<file path="src/design/hng_pkg.sv">
// ============================================================================
// hng_pkg
// Shared types and constants for the heightmap normal generator.
// ============================================================================
package hng_pkg;

    // Default parameter values
    localparam int MAX_WIDTH_DEF        = 1023;
    localparam int HEIGHT_BITS_DEF      = 20;
    localparam int NORMAL_FRAC_BITS_DEF = 14;

    // Fixed field widths
    localparam int CNT_W  = 10;
    localparam int NORM_W = 16;

    // Fixed-point constants of the normal math
    localparam int FRAC_IN         = 8;
    localparam int SQRT_SHIFT      = 22;
    localparam int SIN_BASE_SHIFT  = 11;
    localparam int COS_BASE_SHIFT  = 2 * FRAC_IN + 3;

    localparam logic [CNT_W-1:0] GRID_WIDTH_RESET = 10'd64;
    localparam logic [CNT_W-1:0] ROW_MAX          = 10'd1023;

    // Control fields that travel down the pipeline with each word
    typedef struct packed {
        logic             vld;
        logic [CNT_W-1:0] col;
        logic [CNT_W-1:0] row;
        logic             last;
        logic             negx;
        logic             negy;
    } t_meta;

endpackage

</file>
<file path="src/design/hng_sqrt_pipe.sv">
// ============================================================================
// hng_sqrt_pipe
// Pipelined integer square root, one result bit per stage (floor).
// ============================================================================
module hng_sqrt_pipe
    import hng_pkg::*;
#(
    parameter int IW = 64
) (
    input  logic            i_clk,
    input  logic            i_en,
    input  logic [IW-1:0]   i_val,
    output logic [IW/2-1:0] o_root
);

    localparam int RB = IW / 2;
    localparam int RW = RB + 2;
    localparam int TW = RW + 2;

    logic [RW-1:0] r_rem  [RB];
    logic [RB-1:0] r_root [RB];
    logic [IW-1:0] r_val  [RB];

    for (genvar i = 0; i < RB; i++) begin : g_stage
        logic [RW-1:0] p_rem;
        logic [RB-1:0] p_root;
        logic [IW-1:0] p_val;
        logic [TW-1:0] t;
        logic [TW-1:0] trial;
        logic [RW-1:0] n_rem;
        logic [RB-1:0] n_root;

        if (i == 0) begin : g_first
            assign p_rem  = '0;
            assign p_root = '0;
            assign p_val  = i_val;
        end else begin : g_next
            assign p_rem  = r_rem[i-1];
            assign p_root = r_root[i-1];
            assign p_val  = r_val[i-1];
        end

        // Bring down two bits and try to subtract 4*root+1
        always_comb begin
            t     = {p_rem, p_val[IW-1 -: 2]};
            trial = TW'({p_root, 2'b01});
            if (t >= trial) begin
                n_rem  = RW'(t - trial);
                n_root = {p_root[RB-2:0], 1'b1};
            end else begin
                n_rem  = RW'(t);
                n_root = {p_root[RB-2:0], 1'b0};
            end
        end

        always_ff @(posedge i_clk) begin
            if (i_en) r_root[i] <= n_root;
        end

        if (i < RB - 1) begin : g_carry
            always_ff @(posedge i_clk) begin
                if (i_en) begin
                    r_rem[i] <= n_rem;
                    r_val[i] <= {p_val[IW-3:0], 2'b00};
                end
            end
        end
    end

    assign o_root = r_root[RB-1];

endmodule

</file>
<file path="config.mk">
export PLATFORM = sky130hd
export DESIGN_NAME = hng_sqrt_pipe
export DESIGN_NICKNAME = d
export VERILOG_FILES = /design/src/design/hng_pkg.sv /design/src/design/hng_sqrt_pipe.sv
export SDC_FILE = /design/constraint.sdc
export NUM_CORES = 2
export LEC_CHECK = 0
export BUFFER_PORTS_ARGS = -buffer_cell sky130_fd_sc_hd__buf_2
export CORE_AREA = 2 2 466 468
export CTS_CLUSTER_DIAMETER = 150
export CTS_CLUSTER_SIZE = 28
export DETAILED_ROUTE_END_ITERATION = 7
export DIE_AREA = 0 0 468 470
export PLACE_DENSITY = 0.71
export REMOVE_ABC_BUFFERS = 1
export SETUP_SLACK_MARGIN = 0.3
export SYNTH_ARGS = -nofsm -noshare
export SYNTH_HDL_FRONTEND = slang
export SYNTH_MEMORY_MAX_BITS = 65536
export SYNTH_SLANG_ARGS = --single-unit
</file>
<file path="constraint.sdc">
create_clock -name i_clk -period 4.3 [get_ports i_clk]
set_input_delay 0.86 -clock i_clk [delete_from_list [all_inputs] [get_ports i_clk]]
set_output_delay 0.86 -clock i_clk [all_outputs]
set_load 0.05 [all_outputs]
</file>
## Word level (Yosys, flattened, before mapping)

Memory sizes are Yosys's and may differ from the RTL's.
Cells that the tools add are included.

| cells by class | value |
|---|---|
| magnitude comparators | 32 |
| add/sub/neg operators | 31 |
| muxes and demuxes | 65 |

Operator list:

| operator | number |
|---|---|
| $ge 36x34->1 | 31 |
| $mux 34 | 31 |
| $sub 34x34->34 | 30 |
| $mux 1 | 34 |
| $sub 2x1->3 const B | 1 |
| $ge 2x1->1 const B | 1 |

| storage, ports and cells | value |
|---|---|
| register bits | 0 |
| memories kept | 3 |
| logic and storage cells | 131 |
| output and inout bits | 32 |
| bits in writable memories | 4096 |
| input bits | 66 |

Memory list:

| memory | words | bits a word | rd ports | clocked after memory_dff | wr ports | RTL line | RTL |
|---|---|---|---|---|---|---|---|
| r_val | 32 | 62 | 31 | 0 | 31 | hng_sqrt_pipe.sv:22 | `logic [IW-1:0] r_val [RB];` |
| r_rem | 32 | 34 | 31 | 0 | 31 | hng_sqrt_pipe.sv:20 | `logic [RW-1:0] r_rem [RB];` |
| r_root | 32 | 32 | 32 | 0 | 32 | hng_sqrt_pipe.sv:21 | `logic [RB-1:0] r_root [RB];` |

## Depth between registers and ports, before layout

An unclocked memory read counts as a cell.

| depth | value |
|---|---|
| depth in word-level cells | 3 |
| gate-level depth with buffers | 14 |
| gate-level depth less buffers | 12 |

## Worst setup path after synthesis

No wires, ideal clock.

| timing path | value |
|---|---|
| kind | register to register |
| start point | memory r_rem[0][282] (netlist name) |
| end point | memory r_rem[0][315] (netlist name), data pin |
| cell stages (with the launch flop) | 9 |
| data required time | 4.040 ns |
| arrival time | 3.044 ns |
| slack | 0.996 ns |
| path buffers | 1 |
| period minus slack after synthesis | 3.304 ns |
| setup time | 0.260 ns |
| path through | edfxtp_1 -> or3_4 -> or4_4 -> or4_4 -> or3_4 -> or3_4 -> nor3_4 -> buf_2 -> mux2_2 |

RTL lines:

| element | RTL line |
|---|---|
| start, declared | hng_sqrt_pipe.sv:20 |

==> results.cfg <==
[status]
status = finished, final reports clean

[clock_network]
htreeDepth = 3
holdBufCountCts = 0
cts_tree = built
numCtsBuffers = 100
root_buffer = clkbuf_16
clk_latency_ns = 0.82
clk_pin_slew_ns = 0.11
cts_sinks = 2523
clockBufferDepth = 3

[floorplan]
row_count = 171
num_io_pins = 98
coreArea_sq_um = 215700
initial_utilization_pct = 54.58
die_x_um = 468
die_h_um = 470
die-area_sq_um = 220000

[placed_design]
dp_cells = 11947
gp_congestion = 0.9170
io_buffers = 97
place_hpwl_um = 166200
postPlaceCellArea_sq_um = 122400
pre_cts_ws_ns = 0.3785

[synthesis]
ys_ff_latch = 2523
ys.flop_type = edfxtp_1
synth_edf_count = 2523
netlist_instances = 9055
yosys.area.top_type_share_pct = 64.36
synth_area_leaders = edfxtp_1, ha_1, xor2_1
synth_area_sq_um = 117700
synth_area_per_cell_sq_um = 13.00
synth_seq_area_share_pct = 64.36
synth_area_leader_cell = edfxtp_1
synth-async-reset-ratio_pct = 0
yosys_warnings = 0
synth_cell_type_count = 99

[global_route]
grt_pass1_vias = 66962
gr-total-overflow = 0
track_usage_pct = 20.30
grt_max_degree = 133
antenna_found_initial = 4
grt_first_pass_wirelength_um = 359200

[setup_path]
crit_path_cell_trace = ha_1 > nand3_1 > or4_1 > nor4_2 > a21boi_0 > o211a_1 > a2111o_1 > a311oi_1 > xor2_1
crit_path_top_delay_cell = or4_1
start_kind = flip-flop
critPathMaxStageDelay_ns = 0.69
critPathRequiredTime_ns = 4.84
cp-end-kind = flip-flop
crit_type = reg -> reg
arrival_ns = 4.42
path_max_fanout = 10

[pwr]
ir_drop_mv = 0.3523
report.power.total_mw = 58.41
p_leak_nw = 47.41
powerDensity_nw_per_um2 = 466.6

[min_path]
hold_class = in -> reg

[sta]
slew_headroom_pct = 26.21
rsz0062_at_grt = false
maxSlewViolCount = 0
min_period_ns = 3.879
setup_viol_count_final = 0
tightest_slew_ns = 1.100
final.setup.worst_slack_ns = 0.4208
hold_ws_ns = 0.2146
fin_crit_sh_pct = 90.21
hold_viol_final = 0
fmax_mhz = 257.8
clock-skew-final_ns = 0.03958

[final_layout]
nets = 9823
final-seq-area_sq_um = 75760
drive_above_1_share_pct = 5.879
multi_input_area_sq_um = 38760
design_area_sq_um = 125200
final_common_cell = edfxtp_1
fill_cells = 17026
fin_cells = 12059
area_growth_pct = 6.326
layout_common_cells = edfxtp_1, inv_1, a21oi_1, nor2_1, ha_1

[run]
cap_violations = 0

[drt]
drt-initial-drc-count = 6034
routed_via_density = 5.751
ant_nets = 0
routedWlPerCell_um = 18.83
route.detailed.drc = 0
wl_um = 227100
vias = 69352
dr.pass1.iters = 6
## repair_timing
action,in CTS,in global routing
endpoints found under the hold margin,0,0
setup buffers,0,0
setup endpoints to repair,0,5
gates resized for setup,0,3
## logic make-up after synthesis
| kind of cell | synth area share [%] |
|---|---|
| buffers and inverters | 2.790 |
| adder cells (fa/ha/maj) | 5.974 |
| AND/OR/NAND/NOR | 9.857 |
| other | 0.003186 |
| XOR/XNOR | 6.310 |
| multiplexers | 1.094 |
| AO/OA/AOI/OAI | 9.611 |
| flip-flops | 64.36 |
## synthesized netlist by cell type (all sizes together) (50+ instances only)
library cell,instances
xor2,434
o21ai,422
mux2,109
nor2b,80
nand4,91
or4,81
nor4,116
nand3,143
a31oi,55
a211oi,51
nor3,205
a21o,233
nand2b,99
o21bai,53
clkbuf,141
or3,97
inv,694
o21a,99
ha,562
nor2,607
edfxtp,2523
a21oi,657
or2,50
and3,52
nand2,536
xnor2,414
## worst max-delay path: cells and delay by family, from the launching register on
kind | cells | cell delay (ns)
AND/OR/NAND/NOR | 3 | 1.32
AO/OA/AOI/OAI | 4 | 1.29
adder cells (fa/ha/maj) | 1 | 0.46
flip-flops | 1 | 0.43
XOR/XNOR | 1 | 0.12
## final timing paths
| path | slack [ns] | endpoint | start | cells past startpoint |
|---|---|---|---|---|
| worst max register to register | 0.42 | r_rem[1][339] | r_rem[1][292] | 9 |
| worst min register to register | 0.41 | r_val[0][81] | r_val[0][17] | 0 |
| worst max-delay path | 0.42 | r_rem[1][339] | r_rem[1][292] | 9 |
| worst min-delay path | 0.21 | r_val[0][44] | i_val[44] | 1 |
## registers in the layout, summed over array words and instances (netlist names)
register	count
r_val	992
r_root	528
r_rem	1003
## per-layer routing
layer / track usage (%) / share of wire (%) / wire length, um
met2: 35.03 / 50 / 113400
met5: 0 / 0 / 0
met4: 5.538 / 2.8 / 6423
met1: 27.43 / 43 / 98710
met3: 2.019 / 3.8 / 8602
## metrics by stage
stage	TNS (ns)	util, %
after floorplan	-75.00	-
after global placement	0	56.77
after detailed placement	0	56.77
after CTS	0	58.02
after global routing	0	58.03
final	0	58.03
## layout make-up
type	count	area share (%)
clock inverter	8	0.1410
inverter	695	2.084
tap	2854	2.853
antenna	3	0.005998
clock buffer	101	2.019
timing repair buffer	209	1.392
sequential	2523	60.53
multi-input combinational	5666	30.97
## report_power, final
| part | switching, mW | internal, mW | total (mW) |
|---|---|---|---|
| Clock | 7.06 | 4.29 | 11.4 |
| Combinational | 8.09 | 6.00 | 14.1 |
| Sequential | 1.97 | 31.0 | 33.0 |
| Total | 17.1 | 41.3 | 58.4 |
(Power assumes the default switching activity.)
