File: config.mk
export PLATFORM = sky130hd
export DESIGN_NAME = hng_delay
export DESIGN_NICKNAME = d
export VERILOG_FILES = /design/src/design/hng_pkg.sv /design/src/design/hng_delay.sv
export SDC_FILE = /design/constraint.sdc
export NUM_CORES = 1
export LEC_CHECK = 0
export ABC_AREA = 1
export BUFFER_PORTS_ARGS = -buffer_cell sky130_fd_sc_hd__buf_2
export CAP_MARGIN = 40
export CORE_AREA = 3 3 40 42
export CTS_CLUSTER_SIZE = 28
export DETAILED_ROUTE_END_ITERATION = 10
export DIE_AREA = 0 0 43 45
export PLACE_DENSITY_LB_ADDON = 0.08
export SYNTH_ARGS = -nofsm -noshare
export SYNTH_HDL_FRONTEND = slang
export SYNTH_SLANG_ARGS = --single-unit
export TNS_END_PERCENT = 20
File: constraint.sdc
create_clock -name i_clk -period 0.8 [get_ports i_clk]
set_input_delay 0 -clock i_clk [delete_from_list [all_inputs] [get_ports i_clk]]
set_output_delay 0 -clock i_clk [all_outputs]
set_load 0.1 [all_outputs]
File: src/design/hng_pkg.sv
// ============================================================================
// hng_pkg
// Shared types and constants for the heightmap normal generator.
// ============================================================================
package hng_pkg;

    // Default parameter values
    localparam int MAX_WIDTH_DEF        = 1023;
    localparam int HEIGHT_BITS_DEF      = 20;
    localparam int NORMAL_FRAC_BITS_DEF = 14;

    // Fixed field widths
    localparam int CNT_W  = 10;
    localparam int NORM_W = 16;

    // Fixed-point constants of the normal math
    localparam int FRAC_IN         = 8;
    localparam int SQRT_SHIFT      = 22;
    localparam int SIN_BASE_SHIFT  = 11;
    localparam int COS_BASE_SHIFT  = 2 * FRAC_IN + 3;

    localparam logic [CNT_W-1:0] GRID_WIDTH_RESET = 10'd64;
    localparam logic [CNT_W-1:0] ROW_MAX          = 10'd1023;

    // Control fields that travel down the pipeline with each word
    typedef struct packed {
        logic             vld;
        logic [CNT_W-1:0] col;
        logic [CNT_W-1:0] row;
        logic             last;
        logic             negx;
        logic             negy;
    } t_meta;

endpackage

File: src/design/hng_delay.sv
// ============================================================================
// hng_delay
// Fixed-depth register delay line that advances on the pipeline enable.
// ============================================================================
module hng_delay
    import hng_pkg::*;
#(
    parameter int W = 8,
    parameter int D = 1
) (
    input  logic         i_clk,
    input  logic         i_rst_n,
    input  logic         i_en,
    input  logic [W-1:0] i_data,
    output logic [W-1:0] o_data
);

    logic [W-1:0] r_data [D];

    // Shift one place per enabled cycle
    always_ff @(posedge i_clk) begin
        if (!i_rst_n) begin
            for (int i = 0; i < D; i++) r_data[i] <= '0;
        end else if (i_en) begin
            r_data[0] <= i_data;
            for (int i = 1; i < D; i++) r_data[i] <= r_data[i-1];
        end
    end

    assign o_data = r_data[D-1];

endmodule

## After elaboration in Yosys (flattened, before gate mapping)

Memory sizes are Yosys's and may differ from the RTL's.
Cells that the tools add are included.

| word-level totals | value |
|---|---|
| register bits after elaboration | 0 |
| bits in writable memories | 8 |
| input bits | 11 |
| output and inout port bits | 8 |
| word-level logic and storage cells | 8 |
| memories | 1 |

Memory list:

| memory | depth | width | rd ports | clocked after memory_dff | wr ports | RTL line | text |
|---|---|---|---|---|---|---|---|
| r_data | 1 | 8 | 1 | 0 | 1 | hng_delay.sv:18 | `logic [W-1:0] r_data [D];` |

| operators by class | value |
|---|---|
| muxes and demuxes | 6 |
| reduce and logical (&&, ||, !) cells | 1 |

Operators with widths:

| kind | count |
|---|---|
| two-way mux 8 bit | 1 |
| OR reduction 8 bit | 1 |
| two-way mux 1 bit | 5 |

## Depth between registers and ports, before layout

Gate-level depths: netlist of run 1.

| logic depth | value |
|---|---|
| word-level depth | 5 |
| mapped depth | 2 |
| mapped depth without buffers | 2 |

## Worst setup path before layout of run 1

Ideal clock, no wire load.

| timing | value |
|---|---|
| path kind | reg2out |
| start | memory r_data[0][0] |
| end | output port o_data[0] |
| arrival | 0.904 ns |
| path slack | -0.104 ns |
| stages on the path, launching flop included | 1 |
| path buffers | 0 |
| path through | edfxtp_1 |

| on the way | value |
|---|---|
| longest elaborated chain between the ends | 1 |

Ends and longest elaborated chain:

| item | RTL line | text |
|---|---|---|
| from (decl) | hng_delay.sv:18 |  |
| memory (1 x 8 bit) | - |  |
| to (decl) | hng_delay.sv:15 | `output logic [W-1:0] o_data` |

No other way between the ends.

## Worst setup path in the final report of run 1

| timing | value |
|---|---|
| start | memory r_data[0][4] |
| end | output port o_data[4] |

Same word-level chain as after synthesis.

==> results of run 1 <==
[stage by stage]
stage | hold slack (ns) | std cells | utilization | worst slack [ns]
after floorplan | 0.208 | 27 | - | -0.104
after global placement | 0.293 | 60 | 0.423 | 0.0863
final | 0.0476 | 63 | 0.440 | -0.0555
after detailed placement | 0.305 | 60 | 0.423 | 0.0590
after CTS | 0.0388 | 63 | 0.440 | -0.0737
after global routing | 0.0461 | 63 | 0.440 | -0.0925
[Yosys cell counts, drive strengths merged]
cell type,instances
edfxtp,8
inv,9
nand2,2
nor2,8
[power breakdown]
part | internal (mW) | switching (mW) | leakage (nW) | total [mW]
clock network | 0.171 | 0.129 | 0.0138 | 0.300
registers | 0.501 | 0.0263 | 0.0860 | 0.527
logic | 0.148 | 0.286 | 0.180 | 0.435
[final timing paths]
path | from | endpoint | slack, ns | cells after the start
worst max-delay path | r_data[0][4] | o_data[4] | -0.06 | 1
worst min-delay path | i_data[2] | r_data[0][2] | 0.05 | 3
[layout make-up]
type                       count  area (sq um)  share of cell area
clock buffer                   3          22.5              0.0398
inverter                       9          33.8              0.0597
multi-input combinational     10          40.0              0.0708
sequential                     8           240               0.425
tap                           15          18.8              0.0332
timing repair buffer          18           210               0.372
[layout by cell type, fill, tap and decap left out]
| cell | count |
|---|---|
| sky130_fd_sc_hd__buf_12 | 8 |
| sky130_fd_sc_hd__buf_2 | 10 |
| sky130_fd_sc_hd__clkbuf_4 | 3 |
| sky130_fd_sc_hd__edfxtp_1 | 8 |
| sky130_fd_sc_hd__inv_1 | 9 |
| sky130_fd_sc_hd__nand2_1 | 1 |
| sky130_fd_sc_hd__nand2_2 | 1 |
| sky130_fd_sc_hd__nor2_1 | 8 |
[routing by layer]
metal	GRT usage	routed length [um]	vias to the layer above
met5	0	0	-
met4	0.0904	6	0
met3	0.0359	69	2
met2	0.123	337	13
met1	0.0501	184	105
li1	-	-	123
[logic make-up after synthesis]
logic type,Yosys count,share of synthesized area
and+or+nand+nor,10,0.127
DFF,8,0.765
buffers and inverters,9,0.108
==> results.md, run 1 <==
Outcome:
- The flow ran to the end, but the final reports show violations.
- The checks that failed: setup timing.

Floorplanning:
- 19 I/O pins were placed.
- The initialized floorplan defines 13 standard-cell rows.
- The area enclosed by the die boundary is 1940 sq um.
- The area of the core is 1280 sq um.
- The vertical extent of the die is 45 um.
- The overall die width is 43 um.
- The initial utilization of the core area, before any placement, comes to 0.244.

Cells and area:
- The number of nets in the layout is 61.
- The register with the highest flop count is r_data.
- The largest registers in the layout are r_data (8).
- The ratio of cells with drive above 1 in the final layout is 0.458.
- The number of antenna cells inserted is 0.
- The layout overhead on the synthesized area is 80.1%.
- Counting the fill cells in the layout gives 127.
- The final standard cell area without fillers is 566 sq um.
- The flip-flop count of the largest register after layout is 8.

CTS:
- The clock root buffer is sky130_fd_sc_hd__clkbuf_4.
- The clock net in this run drives a total of 8 sinks.
- Clock-pin slew was measured on the worst setup and hold paths at 0.05 ns.
- The total CTS buffers is 3.
- The CTS tree is yes.
- The level count of the clock H-tree is 1.
- The post-cts repair resize count is 0.
- The number of setup buffers added after CTS is 0.
- The quantity of hold-fixing buffers added after cts is 0.
- In this run the deepest clock path goes through 2 buffers.

STA:
- For this run, the top clock speed supported by timing is 1.17 GHz.
- The sum of negative setup slack is -0.371 ns.
- The worst relative slew slack is 0.780.
- The worst path setup slack after routing is -0.0555 ns.
- The count of final hold-check violations is 0.
- The final count of negative-setup-slack endpoints is 8.
- The final worst-path cycle share is 1.07.
- The smallest clock period supported by the final layout is computed as 0.856 ns.
- For the pin with the worst max-slew slack, the measured transition is 0.329 ns.
- Setup repair after global routing could not meet its margin everywhere.
- The number of max-slew violations in the final report came to 0.

Global route:
- The total overflow left after global routing is 0.
- The largest net degree at the start of global routing is 9.
- The first global-routing pass estimated 883 um of wire.
- The initial antenna violation count is 0.
- The via count of the first global-routing pass came to 230.
- In the global route stage, overall resource usage came out at 0.0717.

Synth:
- Of the synthesized area, sequential elements account for 0.765.
- The synthesized area per cell is 11.6 sq um.
- Of all cell types, the one taking the most synthesized area is sky130_fd_sc_hd__edfxtp_1.
- The synthesized flop and latch total is 8.
- The Yosys warning count is 0.
- The synthesized netlist occupies a cell area of 314 sq um.
- The top cell type's share of synthesized area is 0.765.
- The netlist uses 5 different library cells.
- The synthesized net count is 38.
- Ranked by total cell area, the synthesized netlist is headed by sky130_fd_sc_hd__edfxtp_1, sky130_fd_sc_hd__inv_1, sky130_fd_sc_hd__nor2_1.
- After technology mapping, the gate count stands at 27.

Worst setup path:
- The critical path goes through buf_12.
- The worst setup path is captured at an output port.
- The required time of the critical path is 0.80 ns.
- The arrival time at the worst endpoint is 0.86 ns.
- On the critical path the largest part of the delay comes from flip-flops.
- The critical path buffer and inverter count is 1.
- The worst setup path is launched from a register.
- The worst-path cell with the longest stage delay is sky130_fd_sc_hd__edfxtp_1.
- The worst setup path is of the register to output port kind.
- Of all nets on the critical path, the largest fanout is 1.
- The maximum cell stage delay along the critical path is 0.42 ns.

Hold path:
- The worst hold path belongs to the class input pin to register.

Routing:
- Before antenna repair, the detailed router went through 2 iterations.
- After detailed routing, the average wire length per cell comes to 9.49 um.
- In this run the remaining antenna-violating nets after routing total 0.
- The sum of routed wire length over all layers is 598 um.
- Using the TritonRoute via totals, the vias-per-cell ratio works out to 3.86.
- The total via count in the routed design is 243.
- The DRC violation count after routing is 0.
- After the first detailed-routing iteration, the DRC count stood at 5.

Flow run:
- The tool flagged a number of max-cap violations equal to 0.

Power and ir drop:
- For this design the static power due to leakage is 0.280 nW.
- Power spread over the standard cell area amounts to 2230 nW/um^2.
- The peak ir drop on the vdd network is 0.000924 V.
- The total power after layout is 1.26 mW.

Place:
- The congestion estimate from routability-driven global placement came to 0.565.
- The HPWL after detailed placement is 504 um.
- The total placed instance area is 543 sq um.
- The number of buffer cells added on primary ports is 18.
Note: power is estimated with default switching activity, not from simulation.
==> inputs of run 2 (changes only) <==
--- a/config.mk
+++ b/config.mk
@@ -9,10 +9,12 @@
 export BUFFER_PORTS_ARGS = -buffer_cell sky130_fd_sc_hd__buf_2
 export CAP_MARGIN = 40
 export CORE_AREA = 3 3 40 42
-export CTS_CLUSTER_SIZE = 28
+export CTS_BUF_LIST = sky130_fd_sc_hd__clkbuf_2
+export CTS_CLUSTER_SIZE = 40
 export DETAILED_ROUTE_END_ITERATION = 10
 export DIE_AREA = 0 0 43 45
 export PLACE_DENSITY_LB_ADDON = 0.08
+export RECOVER_POWER = 25
 export SYNTH_ARGS = -nofsm -noshare
 export SYNTH_HDL_FRONTEND = slang
 export SYNTH_SLANG_ARGS = --single-unit
==> results.md, run 2 (synthesis gave the netlist of run 1 again) <==
Cells and area:
- The most common cell after layout, fill and taps aside is sky130_fd_sc_hd__buf_2.
- Counting flops per register, the top entry is r_data.
- The flip-flop count of the largest register after layout was 8 (unchanged).
- The number of antenna cells inserted is 0 (unchanged).
- The area growth from synthesis to layout is 76.9%.
- The ratio of cells with drive above 1 in the final layout was 0.438 (-0.0208).
- The largest registers in the layout are r_data (8).
- The final standard cell utilization of the core is 0.432 (-0.00779).
- In the layout the commonest cells are sky130_fd_sc_hd__buf_2, sky130_fd_sc_hd__inv_1, sky130_fd_sc_hd__nor2_1, sky130_fd_sc_hd__buf_12, sky130_fd_sc_hd__edfxtp_1.
- The final standard cell area without fillers is 556 sq um (-1.8%).
- The number of nets in the layout is 61 (unchanged).

Power and ir drop:
- The peak ir drop on the vdd network is 0.000816 V (-12%).
- The net switching power of the design was 439 uW (-0.60%).
- The cell internal power dissipation was 749 uW (-8.6%).
- The switching portion of total power is 0.369 (+0.0194).
- The leakage power is 0.278 nW (-0.60%).
- The clock network power share is 0.193 (-0.045).
- The areal power density over the cells is 2140 nW/um^2 (-4.1%).
- The share of power burned in combinational logic is 0.365 (+0.021).
- The part of the total power dissipated in sequential elements is 0.442 (+0.024).

Global route:
- The via count of the first global-routing pass is 230 (unchanged).
- The global route total overflow came to 0 (unchanged).
- The largest net degree at the start of global routing is 9 (unchanged).
- The initial antenna violation count is 0 (unchanged).
- The total global routing track utilization is 0.0717 (unchanged).
- The first-pass GRT wire length is 883 um (unchanged).

Floorplanning:
- The vertical extent of the die is 45 um (unchanged).
- The number of standard-cell rows in the floorplan is 13 (unchanged).
- The initial core utilization is 0.244 (unchanged).
- The overall die width is 43 um (unchanged).
- The number of placed I/O pins was 19 (unchanged).
- The area of the core was 1280 sq um (unchanged).
- The area enclosed by the die boundary was 1940 sq um (unchanged).

Worst setup path:
- The required time of the critical path is 0.80 ns (about the same).
- The critical path goes through buf_12.
- The maximum cell stage delay along the critical path came to 0.42 ns (about the same).
- The startpoint-to-endpoint class of the critical path is register to output port.
- The worst-path cell with the longest stage delay is sky130_fd_sc_hd__edfxtp_1.
- On the critical path the largest part of the delay comes from flip-flops.
- The arrival time at the worst endpoint is 0.84 ns (-0.02 ns).
- The largest driver fanout on the critical path is 1 (unchanged).
- The worst setup path is launched from a register.
- The critical path buffer and inverter count is 1 (unchanged).
- The worst setup path is captured at an output port.

CTS:
- TritonCTS built the clock tree.
- The post-cts repair resize count came to 0 (unchanged).
- The total CTS buffers is 3 (unchanged).
- The clock tree buffer depth was 2 (unchanged).
- The TritonCTS sink count is 8 (unchanged).
- The clock slew seen by the registers of the worst setup and hold paths came to 0.07 ns (+0.02 ns).
- The quantity of hold-fixing buffers added after cts is 0 (unchanged).
- The number of setup buffers added after CTS came to 0 (unchanged).
- The level count of the clock H-tree was 1 (unchanged).
- The clock root buffer is sky130_fd_sc_hd__clkbuf_2.

Outcome:
- The final reports fail on setup timing.
- The run finished, with violations left.

Routing:
- The DRC violation total after the first TritonRoute iteration is 5 (unchanged).
- The average detailed-routed wire length per instance is 9.51 um (+0.17%).
- The sum of routed wire length over all layers is 599 um (+0.17%).
- The number of vias per cell after detailed routing is 3.83 (-0.82%).
- The length of the first detailed-routing pass in iterations is 2 (unchanged).
- The count of antenna-violating nets left after detailed routing was 0 (unchanged).
- The DRC violation count after routing came to 0 (unchanged).
- The total via count in the routed design is 241 (-0.82%).

Place:
- The placement-stage worst setup slack is 0.0590 ns (unchanged).
- The number of buffer cells added on primary ports is 18 (unchanged).
- The routability congestion estimate came to 0.565 (unchanged).
- The total placed instance area is 543 sq um (unchanged).
- The HPWL after detailed placement is 504 um (unchanged).

STA:
- The number of max-slew violations in the final report is 0 (unchanged).
- The count of final hold-check violations was 0 (unchanged).
- The worst relative slew slack is 0.780 (about the same).
- Setup repair after global routing could not meet its margin everywhere.
- The final critical-path required period is 0.839 ns (-0.0163 ns).
- The worst path setup slack after routing is -0.0392 ns (+0.0163 ns).
- The final worst-path cycle share is 1.05 (-0.0204).
- The actual slew at the worst max-slew pin is 0.329 ns (-0.000267 ns).
- The maximum achievable frequency is 1.19 GHz (+1.9%).
- The final count of negative-setup-slack endpoints is 8 (unchanged).

Flow run:
- The max-cap violation count is 0 (unchanged).

Hold path:
- The hold path endpoint is r_data[0][2].
- The worst hold path stage count is 3 (unchanged).
- The worst hold path belongs to the class input pin to register.
- The critical hold path startpoint is i_data[2].
==> run 2: cell type report <==
class,instances,area (sq um)
Sequential cell,8,240
Inverter,9,33.8
Tap cell,15,18.8
Fill cell,130,729
Clock buffer,3,15.0
Multi-Input combinational cell,10,37.5
Timing Repair Buffer,18,210
==> run 2: worst max path at each step <==
stage            startpoint           end  slack, ns  cells past startpoint
4_1_cts        r_data[0][4]     o_data[4]      -0.07                      1
5_1_grt        r_data[0][4]     o_data[4]      -0.09                      1
2_1_floorplan  r_data[0][0]     o_data[0]      -0.10                      0
6_report       r_data[0][4]     o_data[4]      -0.04                      1
3_3_place_gp           i_en  r_data[0][3]       0.09                      3
3_5_place_dp           i_en  r_data[0][3]       0.06                      3
==> run 2: routing by layer <==
metal / vias up / GRT usage / part of all wire
met5: - / 0 / 0
met4: 0 / 0.0904 / 0.010
met3: 2 / 0.0359 / 0.11
met2: 13 / 0.123 / 0.56
met1: 104 / 0.0501 / 0.31
li1: 122 / - / -
==> run 2: power by group through the flow <==
stage	clock [mW]	combinational, mW	sequential, mW
after floorplan	0	0.0250	0.763
after global placement	0	0.434	0.536
after detailed placement	0	0.438	0.537
after CTS	0.250	0.439	0.527
after global routing	0.267	0.445	0.529
final	0.230	0.433	0.526
==> run 2: stage by stage <==
step           std cells  hold slack, ns  setup TNS, ns  power, mW
2_1_floorplan         27           0.208         -0.832      0.788
3_3_place_gp          60           0.293              0      0.971
3_5_place_dp          60           0.305              0      0.975
4_1_cts               63          0.0486         -0.460       1.22
5_1_grt               63          0.0542         -0.615       1.24
6_report              63          0.0675         -0.244       1.19
==> inputs of run 3 (changes only) <==
--- a/config.mk
+++ b/config.mk
@@ -5,7 +5,6 @@
 export SDC_FILE = /design/constraint.sdc
 export NUM_CORES = 1
 export LEC_CHECK = 0
-export ABC_AREA = 1
 export BUFFER_PORTS_ARGS = -buffer_cell sky130_fd_sc_hd__buf_2
 export CAP_MARGIN = 40
 export CORE_AREA = 3 3 40 42
==> results.md, run 3 <==
Global route:
- The via count of the first global-routing pass is 227 (-1.3%).
- The met2 global-route usage came to 0.0928 (-0.0299).
- The global routing usage on met3 was 0.0239 (-0.0120).
- The first-pass GRT wire length is 869 um (-1.6%).
- The fraction of met1 tracks used by global routing is 0.0628 (+0.0127).
- The initial antenna violation count is 0 (unchanged).
- The largest net degree at the start of global routing came to 10 (+1).
- In this run the most used layer during global routing was met4.
- The total global routing track utilization is 0.0701 (-0.00163).
- The global route total overflow is 0 (unchanged).

Cells and area:
- The flip-flop count of the largest register after layout is 8 (unchanged).
- The largest registers in the layout are r_data (8).
- The number of nets in the layout was 52 (-15%).
- The ratio of cells with drive above 1 in the final layout is 0.538 (+0.101).
- Leaving out fill and tap cells, the most frequent cell in the layout is sky130_fd_sc_hd__buf_2.
- The number of antenna cells inserted came to 0 (unchanged).
- The final standard cell area without fillers is 544 sq um (-2.0%).
- r_data holds more flip-flops than any other register.
- The library cells used most frequently in the layout, excluding fill and tap cells, are sky130_fd_sc_hd__buf_2, sky130_fd_sc_hd__and3_1, sky130_fd_sc_hd__buf_12, sky130_fd_sc_hd__edfxtp_1, sky130_fd_sc_hd__clkbuf_2.
- From synthesis to final layout, the design area changed by 83.5%.

Routing:
- The DRC violation total after the first TritonRoute iteration is 2 (-3).
- The total via count in the routed design is 217 (-10%).
- The sum of routed wire length over all layers was 556 um (-7.2%).
- The number of vias per cell after detailed routing came to 4.02 (+5.0%).
- The average detailed-routed wire length per instance came to 10.3 um (+8.3%).
- The DRC violation count after routing is 0 (unchanged).
- The length of the first detailed-routing pass in iterations came to 2 (unchanged).
- The count of antenna-violating nets left after detailed routing is 0 (unchanged).

Synth:
- The number of enable-type register cells in the synthesized netlist came to 8 (unchanged).
- Ranked by total cell area, the synthesized netlist is headed by sky130_fd_sc_hd__edfxtp_1, sky130_fd_sc_hd__and3_1, sky130_fd_sc_hd__nand2b_1.
- The cell type with the largest total area after synthesis is sky130_fd_sc_hd__edfxtp_1.
- The synthesized net count is 28 (-26%).
- The top cell type's share of synthesized area is 0.810 (+0.0452).
- In the synthesized netlist, the cells that appear most often are sky130_fd_sc_hd__and3_1, sky130_fd_sc_hd__edfxtp_1, sky130_fd_sc_hd__nand2b_1.
- The distinct cell type count of the synthesized netlist is 3 (-2).
- The proportion of synthesized flip-flops having asynchronous set or reset is 0 (unchanged).
- The Yosys warning count is 0 (unchanged).
- The synthesized area per cell is 17.4 sq um (+50%).
- The netlist area before placement is 297 sq um (-5.6%).
- The synthesized instance count is 17 (-37%).
- The synthesized flop and latch total is 8 (unchanged).
- In the synthesized netlist the dominant register cell turns out to be sky130_fd_sc_hd__edfxtp_1.
- The proportion of synthesized chip area in sequential cells came to 0.810 (+0.0452).

Worst setup path:
- The sort of element at the end of the critical path is an output port.
- The family with the most delay on the worst path is flip-flops.
- The worst-path cell with the longest stage delay is sky130_fd_sc_hd__edfxtp_1.
- The critical path in this run is classified as register to output port.
- Traced cell by cell, the critical path runs through buf_12.
- The critical path buffer and inverter count was 1 (unchanged).
- The maximum cell stage delay along the critical path is 0.42 ns (about the same).
- The arrival time at the worst endpoint is 0.84 ns (about the same).
- The startpoint kind of the worst setup timing path is a register.
- The required time of the critical path is 0.80 ns (about the same).
- The largest driver fanout on the critical path is 1 (unchanged).

Place:
- The routability congestion estimate is 0.678 (+20%).
- The number of buffer cells added on primary ports is 18 (unchanged).
- The total placed instance area is 533 sq um (-1.8%).
- The placement-stage worst setup slack is 0.0263 ns (-0.0327 ns).

CTS:
- The level count of the clock H-tree is 1 (unchanged).
- The number of setup buffers added after CTS came to 0 (unchanged).
- The total CTS buffers was 3 (unchanged).
- The clock root buffer is sky130_fd_sc_hd__clkbuf_2.
- TritonCTS built the clock tree.
- The TritonCTS sink count is 8 (unchanged).
- The clock slew seen by the registers of the worst setup and hold paths was 0.07 ns (about the same).
- The clock tree buffer depth was 2 (unchanged).
- The quantity of hold-fixing buffers added after cts is 0 (unchanged).
- The post-cts repair resize count is 0 (unchanged).

STA:
- The final critical-path required period is 0.839 ns (+0.000268 ns).
- The worst path setup slack after routing is -0.0395 ns (-0.000268 ns).
- The number of max-slew violations in the final report is 0 (unchanged).
- The maximum achievable frequency came to 1.19 GHz (about the same).
- The final worst-path cycle share is 1.05 (about the same).
- The final count of negative-setup-slack endpoints is 8 (unchanged).
- The count of final hold-check violations is 0 (unchanged).
- The worst relative slew slack is 0.752 (-0.0280).
- The actual slew at the worst max-slew pin is 0.372 ns (+0.0428 ns).
- Setup repair after global routing could not meet its margin everywhere.

Power and ir drop:
- The peak ir drop on the vdd network is 0.000709 V (-13%).
- The part of the total power dissipated in sequential elements came to 0.447 (+0.005).
- The total power after layout is 1.18 mW (-0.80%).
- The clock network power share is 0.189 (-0.004).
- The net switching power of the design is 427 uW (-2.8%).
- The areal power density over the cells is 2170 nW/um^2 (+1.3%).
- The share of power burned in combinational logic is 0.364 (about the same).
- The leakage power is 0.257 nW (-7.5%).
- The switching portion of total power is 0.362 (-0.00735).
- The cell internal power dissipation is 752 uW (+0.36%).

Outcome:
- The flow ran to the end, but the final reports show violations.
- The checks that failed: setup timing.

Floorplanning:
- The number of placed I/O pins came to 19 (unchanged).
- The vertical extent of the die was 45 um (unchanged).
- The area enclosed by the die boundary is 1940 sq um (unchanged).
- The area of the core is 1280 sq um (unchanged).
- The overall die width was 43 um (unchanged).
- The number of standard-cell rows in the floorplan is 13 (unchanged).
- The initial core utilization is 0.231 (-0.0136).

Hold path:
- The tightest min-delay check is of the input pin to register type.

Flow run:
- The max-cap violation count is 0 (unchanged).
[run 3: logic make-up after synthesis]
group / after synthesis / share of synthesized area
AND/OR/NAND/NOR: 9 / 0.190
flip-flops: 8 / 0.810
[run 3: cell type report]
cell class / instances / area (sq um)
Fill cell: 132 / 741
Tap cell: 15 / 18.8
Sequential cell: 8 / 240
Multi-Input combinational cell: 9 / 56.3
Clock buffer: 3 / 15.0
Timing Repair Buffer: 19 / 214
[run 3: routing by layer]
metal  share of wire  routed length, um
met5               0                  0
met3            0.17                 95
met2            0.41                226
met4           0.025                 14
met1            0.39                219
[run 3: per-stage QoR]
step | hold WS (ns) | utilization | instances | setup TNS, ns
after floorplan | 0.223 | - | 17 | -0.832
after global placement | 0.328 | 0.415 | 51 | 0
after detailed placement | 0.321 | 0.415 | 51 | 0
after CTS | 0.0743 | 0.426 | 54 | -0.374
after global routing | 0.0809 | 0.424 | 54 | -0.528
final | 0.0853 | 0.424 | 54 | -0.243
[run 3: path summary, 6_finish.rpt]
check                   startpoint           end  cells past startpoint
worst max-delay path  r_data[0][0]     o_data[0]                      1
worst min-delay path     i_data[3]  r_data[0][3]                      2
[run 3: power groups by stage]
stage	registers (mW)	clock network [mW]	logic, mW
after floorplan	0.763	0	0.0171
after global placement	0.536	0	0.432
after detailed placement	0.537	0	0.434
after CTS	0.528	0.231	0.434
after global routing	0.530	0.250	0.441
final	0.527	0.223	0.430
